--- src/rtl/lds_pkg.sv ---
// Types, constants and the sort-key function shared by the letters-then-digits sorter.
// Depends on nothing; lds_cell and the sorter top level import it.
package lds_pkg;

    localparam logic [7:0] DIGIT_NINE = 8'h39;
    localparam int unsigned KEY_W = 9;

    // One slot of the insertion chain: {group, byte}; group 1 for bytes at or below '9'.
    typedef struct packed {
        logic             valid;
        logic [KEY_W-1:0] key;
    } t_slot;

    // Broadcast control from the top level to every cell.
    typedef struct packed {
        logic             insert;
        logic             shift;
        logic [KEY_W-1:0] key;
    } t_cell_ctl;

    function automatic logic [KEY_W-1:0] sort_key(input logic [7:0] b);
        return {(b <= DIGIT_NINE), b};
    endfunction

endpackage

--- src/rtl/lds_if.sv ---
// Valid/ready stream interfaces for the sorter's input bytes and sorted results.
// Depends on nothing.
interface lds_in_if;
    logic       valid;
    logic       ready;
    logic [7:0] symbol;
    logic       final_byte;

    modport source (output valid, output symbol, output final_byte, input ready);
    modport sink   (input valid, input symbol, input final_byte, output ready);
endinterface

interface lds_out_if;
    logic       valid;
    logic       ready;
    logic [7:0] sorted_symbol;
    logic       end_of_run;
    logic       overflowed;

    modport source (output valid, output sorted_symbol, output end_of_run, output overflowed,
                    input ready);
    modport sink   (input valid, input sorted_symbol, input end_of_run, input overflowed,
                    output ready);
endinterface

--- src/rtl/lds_cell.sv ---
// One cell of the insertion-sort chain: holds a key, inserts or shifts toward the head.
// Depends on lds_pkg.
module lds_cell (
    input  logic              i_clk,
    input  logic              i_rst_n,
    input  lds_pkg::t_cell_ctl i_ctl,
    input  lds_pkg::t_slot    i_left,
    input  logic              i_left_gt,
    input  lds_pkg::t_slot    i_right,
    output lds_pkg::t_slot    o_slot,
    output logic              o_gt
);
    import lds_pkg::*;

    t_slot r_slot;
    t_slot n_slot;

    // Empty cells count as greater, so the new key lands after the last valid one.
    assign o_gt = !r_slot.valid || (r_slot.key > i_ctl.key);

    always_comb begin
        n_slot = r_slot;
        if (i_ctl.insert) begin
            if (o_gt) begin
                if (i_left_gt) begin
                    n_slot = i_left;
                end else begin
                    n_slot.valid = 1'b1;
                    n_slot.key   = i_ctl.key;
                end
            end
        end else if (i_ctl.shift) begin
            n_slot = i_right;
        end
    end

    always_ff @(posedge i_clk) begin
        if (!i_rst_n) begin
            r_slot.valid <= 1'b0;
        end else begin
            r_slot.valid <= n_slot.valid;
        end
        r_slot.key <= n_slot.key;
    end

    assign o_slot = r_slot;

endmodule

--- src/rtl/letters_then_digits_byte_sorter.sv ---
// Letters-then-digits byte sorter: a chain of MAX_LEN insertion cells, head at cell 0.
// The first result is offered in the cycle after the final byte's transaction.
// Throughput: one byte per cycle in; the kept bytes of a string then drain in sorted order,
// during which input is held off. Reset clears cell valid bits, drain and drop flags.
// Depends on lds_pkg, lds_if and lds_cell.
module letters_then_digits_byte_sorter #(
    parameter int MAX_LEN = 64
) (
    input  logic      i_clk,
    input  logic      i_rst_n,
    lds_in_if.sink    i_in,
    lds_out_if.source o_out
);
    import lds_pkg::*;

    t_slot     w_slot [MAX_LEN];
    logic      w_gt   [MAX_LEN];
    t_slot     w_left [MAX_LEN];
    logic      w_lgt  [MAX_LEN];
    t_slot     w_right[MAX_LEN];
    t_cell_ctl w_ctl;

    logic r_drain;
    logic r_drop;
    logic n_drain;
    logic n_drop;

    logic w_in_xact;
    logic w_out_xact;
    logic w_full;
    logic w_last;

    assign w_full     = w_slot[MAX_LEN-1].valid;
    assign w_in_xact  = i_in.valid && i_in.ready;
    assign w_out_xact = o_out.valid && o_out.ready;
    assign w_last     = !w_slot[1].valid;

    assign w_ctl.insert = w_in_xact && !w_full;
    assign w_ctl.shift  = w_out_xact;
    assign w_ctl.key    = sort_key(i_in.symbol);

    genvar g;
    generate
        for (g = 0; g < MAX_LEN; g++) begin : g_cell
            if (g == 0) begin : g_head
                assign w_left[g] = '0;
                assign w_lgt[g]  = 1'b0;
            end else begin : g_mid
                assign w_left[g] = w_slot[g-1];
                assign w_lgt[g]  = w_gt[g-1];
            end
            if (g == MAX_LEN - 1) begin : g_tail
                assign w_right[g] = '0;
            end else begin : g_body
                assign w_right[g] = w_slot[g+1];
            end

            lds_cell u_cell (
                .i_clk     (i_clk),
                .i_rst_n   (i_rst_n),
                .i_ctl     (w_ctl),
                .i_left    (w_left[g]),
                .i_left_gt (w_lgt[g]),
                .i_right   (w_right[g]),
                .o_slot    (w_slot[g]),
                .o_gt      (w_gt[g])
            );
        end
    endgenerate

    always_comb begin
        n_drain = r_drain;
        n_drop  = r_drop;
        if (w_in_xact) begin
            // A byte arriving on a full chain is dropped, final byte included.
            if (w_full) begin
                n_drop = 1'b1;
            end
            if (i_in.final_byte) begin
                n_drain = 1'b1;
            end
        end
        if (w_out_xact && w_last) begin
            n_drain = 1'b0;
            n_drop  = 1'b0;
        end
    end

    always_ff @(posedge i_clk) begin
        if (!i_rst_n) begin
            r_drain <= 1'b0;
            r_drop  <= 1'b0;
        end else begin
            r_drain <= n_drain;
            r_drop  <= n_drop;
        end
    end

    assign i_in.ready          = !r_drain;
    assign o_out.valid         = r_drain && w_slot[0].valid;
    assign o_out.sorted_symbol = w_slot[0].key[7:0];
    assign o_out.end_of_run    = w_last;
    assign o_out.overflowed    = r_drop;

endmodule

--- src/flat_wrapper.sv ---
// flat-port wrapper written by rule: the top's interface ports become plain ports
module letters_then_digits_byte_sorter_flat import lds_pkg::*;
#(
    parameter int MAX_LEN = 64
)
  (i_clk, i_rst_n, i_in_valid, i_in_symbol, i_in_final_byte, i_in_ready, o_out_valid, o_out_sorted_symbol, o_out_end_of_run, o_out_overflowed, o_out_ready);
  lds_in_if i_in_i ();
  lds_out_if o_out_i ();
  input  logic i_clk;
  input  logic i_rst_n;
  input wire logic [$bits(i_in_i.valid)-1:0] i_in_valid;
  input wire logic [$bits(i_in_i.symbol)-1:0] i_in_symbol;
  input wire logic [$bits(i_in_i.final_byte)-1:0] i_in_final_byte;
  output wire logic [$bits(i_in_i.ready)-1:0] i_in_ready;
  output wire logic [$bits(o_out_i.valid)-1:0] o_out_valid;
  output wire logic [$bits(o_out_i.sorted_symbol)-1:0] o_out_sorted_symbol;
  output wire logic [$bits(o_out_i.end_of_run)-1:0] o_out_end_of_run;
  output wire logic [$bits(o_out_i.overflowed)-1:0] o_out_overflowed;
  input wire logic [$bits(o_out_i.ready)-1:0] o_out_ready;
  assign i_in_i.valid = i_in_valid;
  assign i_in_i.symbol = i_in_symbol;
  assign i_in_i.final_byte = i_in_final_byte;
  assign i_in_ready = i_in_i.ready;
  assign o_out_valid = o_out_i.valid;
  assign o_out_sorted_symbol = o_out_i.sorted_symbol;
  assign o_out_end_of_run = o_out_i.end_of_run;
  assign o_out_overflowed = o_out_i.overflowed;
  assign o_out_i.ready = o_out_ready;
  letters_then_digits_byte_sorter #(.MAX_LEN(MAX_LEN)) u_core (.i_clk(i_clk), .i_rst_n(i_rst_n), .i_in(i_in_i), .o_out(o_out_i));
endmodule
--- config.mk ---
export PLATFORM = sky130hd
export DESIGN_NAME = letters_then_digits_byte_sorter_flat
export DESIGN_NICKNAME = d
export VERILOG_FILES = /design/src/rtl/lds_pkg.sv /design/src/rtl/lds_if.sv /design/src/rtl/lds_cell.sv /design/src/rtl/letters_then_digits_byte_sorter.sv /design/src/flat_wrapper.sv
export SDC_FILE = /design/constraint.sdc
export NUM_CORES = 2
export LEC_CHECK = 0
export BUFFER_PORTS_ARGS = -buffer_cell sky130_fd_sc_hd__buf_2
export CAP_MARGIN = 20
export CORE_AREA = 8 8 499 305
export DETAILED_ROUTE_END_ITERATION = 6
export DIE_AREA = 0 0 507 313
export PLACE_DENSITY = 0.57
export SLEW_MARGIN = 25
export SYNTH_ARGS = -nofsm -noshare
export SYNTH_HDL_FRONTEND = slang
export SYNTH_HIERARCHICAL = 1
export SYNTH_SLANG_ARGS = --single-unit
--- constraint.sdc ---
create_clock -name i_clk -period 15.3 [get_ports i_clk]
set_input_delay 2.295 -clock i_clk [delete_from_list [all_inputs] [get_ports i_clk]]
set_output_delay 2.295 -clock i_clk [all_outputs]
set_load 0.005 [all_outputs]
Word-level counts from Yosys, hierarchy flattened
Index checks and enable logic that the tools add are counted.
{ "word_totals": {"ff_bits": 642, "in_bits": 13, "out_inout_bits": 12, "word_cells": 717} }
{ "op_classes": {"order_cmp": 65, "n_eq_ne": 64, "muxes": 255, "bitwise_logic": 1, "reduce_logical": 202} }
{ "op_table": {"columns": ["cell", "count"], "rows": [
  ["two-way mux 10 bit", 255],
  ["> comparator 9 bit", 64],
  ["AND reduction 2 bit", 66],
  ["inequality test 2 bit, second input constant", 63],
  ["zero test 1 bit", 65],
  ["logical OR 1 bit", 64],
  ["<= comparator 8 x 6 -> 1 bit, second input constant", 1],
  ["logical AND 1 bit", 5],
  ["inequality test 2 x 1 -> 1 bit, second input constant", 1],
  ["nonzero test 2 bit", 1],
  ["OR reduction 2 bit", 1],
  ["NOT 1 bit", 1]
]} }

Logic depth before layout (Yosys ltp)
{ "depth": {"word_depth": 6, "depth_mapped": 11, "ltp_nobuf": 10} }

Cells and area by module
Netlist, hierarchy kept.
{ "modules_own_cells": {"columns": ["mod", "n_inst", "cells_each", "area_per_inst_um2", "seq_area_each_um2"], "rows": [
  ["lds_cell", 64, 79, 762.0, 290.3],
  ["letters_then_digits_byte_sorter", 1, 17, 138.9, 40.0]
]} }

Worst setup path before layout
No wires, ideal clock.
{ "synth_path": {"path_type": "input to register", "start": "input i_in_valid", "end": "register u_core.g_cell[0].u_cell.r_slot (netlist bit u_core/g_cell[0].u_cell/o_slot[0]), enable pin", "setup_time_ns": 0.384, "arrival_ns": 15.876, "required_time_ns": 14.916, "slack_ns": -0.959, "stages": 3, "path_buffers": 0, "path_cell_list": "nor3b_1 nand2b_1 o22ai_1"} }
{ "synth_between": {"elab_chain_len": 4, "word_cells_on_any_way": 5, "classes_between": "1 x eq/ne; 4 x reduce/logical"} }
{ "synth_lines": {"columns": ["element", "line", "text"], "rows": [
  ["from (decl)", "flat_wrapper.sv:11", "input wire logic [$bits(i_in_i.valid)-1:0] i_in_valid;"],
  ["logical AND 1 bit *", "letters_then_digits_byte_sorter.sv:34", "assign w_in_xact = i_in.valid && i_in.ready;"],
  ["logical AND 1 bit *", "letters_then_digits_byte_sorter.sv:38", "assign w_ctl.insert = w_in_xact && !w_full;"],
  ["inequality test 2 x 1 -> 1 bit (no line) / nonzero test 2 bit (equally long branches)", null, null],
  ["AND reduction 2 bit (no line) *", null, null],
  ["to (decl)", "lds_cell.sv:15", "t_slot r_slot;"]
]} }
Mark *: on every way between the ends. The rest lies on a longest branch, timed or not.
A chain may end at the register's enable or synchronous reset.

==> impl_metrics.env <==
export IMPL_status="completed"
export IMPL_reg2reg_to="u_core/g_cell[42].u_cell/o_slot[0]"
export IMPL_p_int_mw=3.880
export IMPL_port_buffers=24
export IMPL_min_to="u_core/o_out.overflowed"
export IMPL_drc_errors=0
export IMPL_setup_viol=0
export IMPL_htreeDepth=3
export IMPL_rsz0062_at_grt="no"
export IMPL_ir_drop_mv=0.08396
export IMPL_critPathArrivalTime_ns=6.23
export IMPL_dpl_cell_count=6901
export IMPL_die_x_um=507
export IMPL_cp_start_kind="input pin"
export IMPL_period_minus_slack_ns=5.856
export IMPL_slew_headroom=0.2875
export IMPL_cts_buffer_depth=3
export IMPL_critical_path_max_stage_delay_ns=0.84
export IMPL_hold_start="u_core/o_out.overflowed"
export IMPL_crit_buf_inv=4
export IMPL_combPwrFrac=0.268
export IMPL_cp_slowest_cell="nor2_1"
export IMPL_area_growth_pct=10.09
export IMPL_firstDrtPassIters=5
export IMPL_synth_cells=5072
export IMPL_rr_worst_depth=7
export IMPL_seqPwrFrac=0.432
export IMPL_postRouteAntennaNets=0
export IMPL_cts_made_buffers=73
export IMPL_fmaxAchievable_mhz=170.8
export IMPL_path_class="in -> reg"
export IMPL_total_leakage_power_nw=25.35
export IMPL_fin_skew_ns=0.03119
export IMPL_max_cap_viol_count=0
export IMPL_power_density_mw_per_mm2=110.6
export IMPL_grt_pass1_wl_um=222600
export IMPL_grt_use_total=0.1739
export IMPL_num_rows=109
export IMPL_p_sw_mw=2.074
export IMPL_via_per_inst=5.479
export IMPL_drive_gt1_frac=0.08895
export IMPL_r2r_start="u_core/g_cell[63].u_cell/o_slot[9]"
export IMPL_cts_sinks=642
export IMPL_cts_root_buffer="clkbuf_16"
export IMPL_grt_max_degree=226
export IMPL_dieArea_mm2=0.1587
export IMPL_fin_cells=7036
export IMPL_grt_pass1_vias=36560
export IMPL_cp_max_fo=56
export IMPL_ctsHoldBuffers=0
export IMPL_post_cts_buffers=0
export IMPL_grt_overflow_total=0
export IMPL_routedWlPerCell_um=20.49
export IMPL_postRouteWirelength_um=144200
export IMPL_die_y_um=313
export IMPL_drt_iter0_drc=3629
export IMPL_hp_class="reg -> reg"
export IMPL_tightest_slew_ns=1.069
export IMPL_swShare=0.3484
export IMPL_cts_tree="yes"
export IMPL_nets=5627
export IMPL_ctsResizeCount=0
export IMPL_cpMostUsedCell="buf_4"
export IMPL_dp_hpwl_um=99780
export IMPL_clockPowerShare=0.300
export IMPL_drv_slew=0
export IMPL_setup_tns_ns=0
export IMPL_ios=25
export IMPL_initial_core_util=0.3364
export IMPL_clkSlewWorstSetupHoldPaths_ns=0.06
export IMPL_crit_required_ns=15.68
export IMPL_coreArea_mm2=0.1454
export IMPL_ff2ff_setup_slack_ns=11.05
export IMPL_antenna_found_initial=1
export IMPL_synth_warning_count=6
export IMPL_worstSkewPairLatency_ns=0.67
export IMPL_synth_area_mm2=0.04890
export IMPL_cp_end_kind="flop"
export IMPL_finalCritPeriodShare=0.3828
export IMPL_routabilityCongestion=0.8338
export IMPL_vias=38550
export IMPL_hold_viol_final=0
export IMPL_path_delay_family="buffers and inverters"
export IMPL_cp_cell_sequence="buf_6 -> buf_4 -> buf_4 -> inv_1 -> ha_1 -> nand4_2 -> a211oi_2 -> a311oi_1 -> nor2_1 -> mux2i_1 -> a21oi_1"
export IMPL_hold_path_depth=2
export IMPL_syn_avg_cell_area_um2=9.642
[power by group through the flow]
stage          Sequential, mW  Combinational (mW)  Clock (mW)
2_1_floorplan            2.43                1.22           0
3_3_place_gp             2.60                1.51           0
3_5_place_dp             2.60                1.56           0
4_1_cts                  2.56                1.57        1.83
5_1_grt                  2.59                1.79        1.89
6_report                 2.57                1.60        1.79
[worst max path at each step]
| stage | slack, ns | to | startpoint | cells after the start |
|---|---|---|---|---|
| after global routing | 9.17 | u_core/g_cell[20].u_cell/o_slot[0] | i_in_symbol[7] | 11 |
| final | 9.44 | u_core/g_cell[21].u_cell/o_slot[6] | i_in_symbol[7] | 11 |
| after CTS | 9.41 | u_core/g_cell[11].u_cell/o_slot[2] | i_in_symbol[7] | 11 |
| after detailed placement | 8.69 | u_core/g_cell[61].u_cell/o_slot[6] | i_in_symbol[7] | 11 |
| after floorplan | 4.46 | u_core/g_cell[10].u_cell/o_slot[9] | i_in_symbol[1] | 11 |
| after global placement | 8.66 | u_core/g_cell[59].u_cell/o_slot[6] | i_in_symbol[7] | 11 |
[sequential cells by signal, summed over array words and instances, names as in the netlist]
name,count
u_core/g_cell.u_cell/o_slot,640
u_core/o_out.overflowed,1
u_core/r_drain,1
[layer usage]
layer | vias to the layer above | part of all wire | wire [µm] | track usage
met3 | 126 | 0.074 | 10650 | 0.03159
met2 | 1189 | 0.37 | 53020 | 0.2205
met5 | - | 0 | 0 | 0
met1 | 18850 | 0.55 | 78630 | 0.2961
met4 | 0 | 0.013 | 1880 | 0.02747
li1 | 18380 | - | - | -
[tightest hold or removal path, stage by stage, from the launching register on]
cell	delay, ns
dfxtp_1	0.31
inv_1	0.06
a211oi_2	0.05
[per-stage QoR]
stage	hold slack (ns)	power [mW]	util	cell area [µm²]	worst slack, ns
after floorplan	0.4560	3.649	-	48980	4.460
after global placement	0.4467	4.103	0.3516	51120	8.663
after detailed placement	0.4527	4.158	0.3528	51290	8.688
after CTS	0.4639	5.964	0.3686	53580	9.413
after global routing	0.4842	6.271	0.3703	53840	9.172
final	0.4586	5.954	0.3703	53840	9.444
[area by class of cell]
class / instances / area (µm²)
fill: 14570 / 91550
multi-input combinational: 3550 / 27280
sequential: 642 / 18620
tap: 1942 / 2430
antenna: 1 / 2.502
timing repair buffer: 63 / 553.0
clock inverter: 43 / 370.4
clock buffer: 87 / 1921
inverter: 708 / 2658
[cells in the final DEF (no fill, tap or decap), types with 21 or more instances in the layout]
| cell | count |
|---|---|
| nor2_2 | 55 |
| nand2b_1 | 64 |
| o2111ai_1 | 64 |
| o22ai_1 | 28 |
| buf_4 | 32 |
| mux2i_1 | 576 |
| a21o_1 | 64 |
| o21a_1 | 64 |
| conb_1 | 21 |
| nor3_1 | 65 |
| nand4_2 | 64 |
| a211oi_2 | 65 |
| mux2_2 | 64 |
| a311oi_1 | 64 |
| inv_1 | 708 |
| ha_1 | 576 |
| o22ai_2 | 36 |
| dfxtp_1 | 66 |
| nand2_1 | 192 |
| clkbuf_16 | 74 |
| nand4_1 | 64 |
| edfxtp_1 | 576 |
| nand3b_1 | 65 |
| a21oi_1 | 705 |
| nor2_1 | 584 |
| o41a_1 | 64 |
No activity file was read; power rests on OpenSTA's default activity.
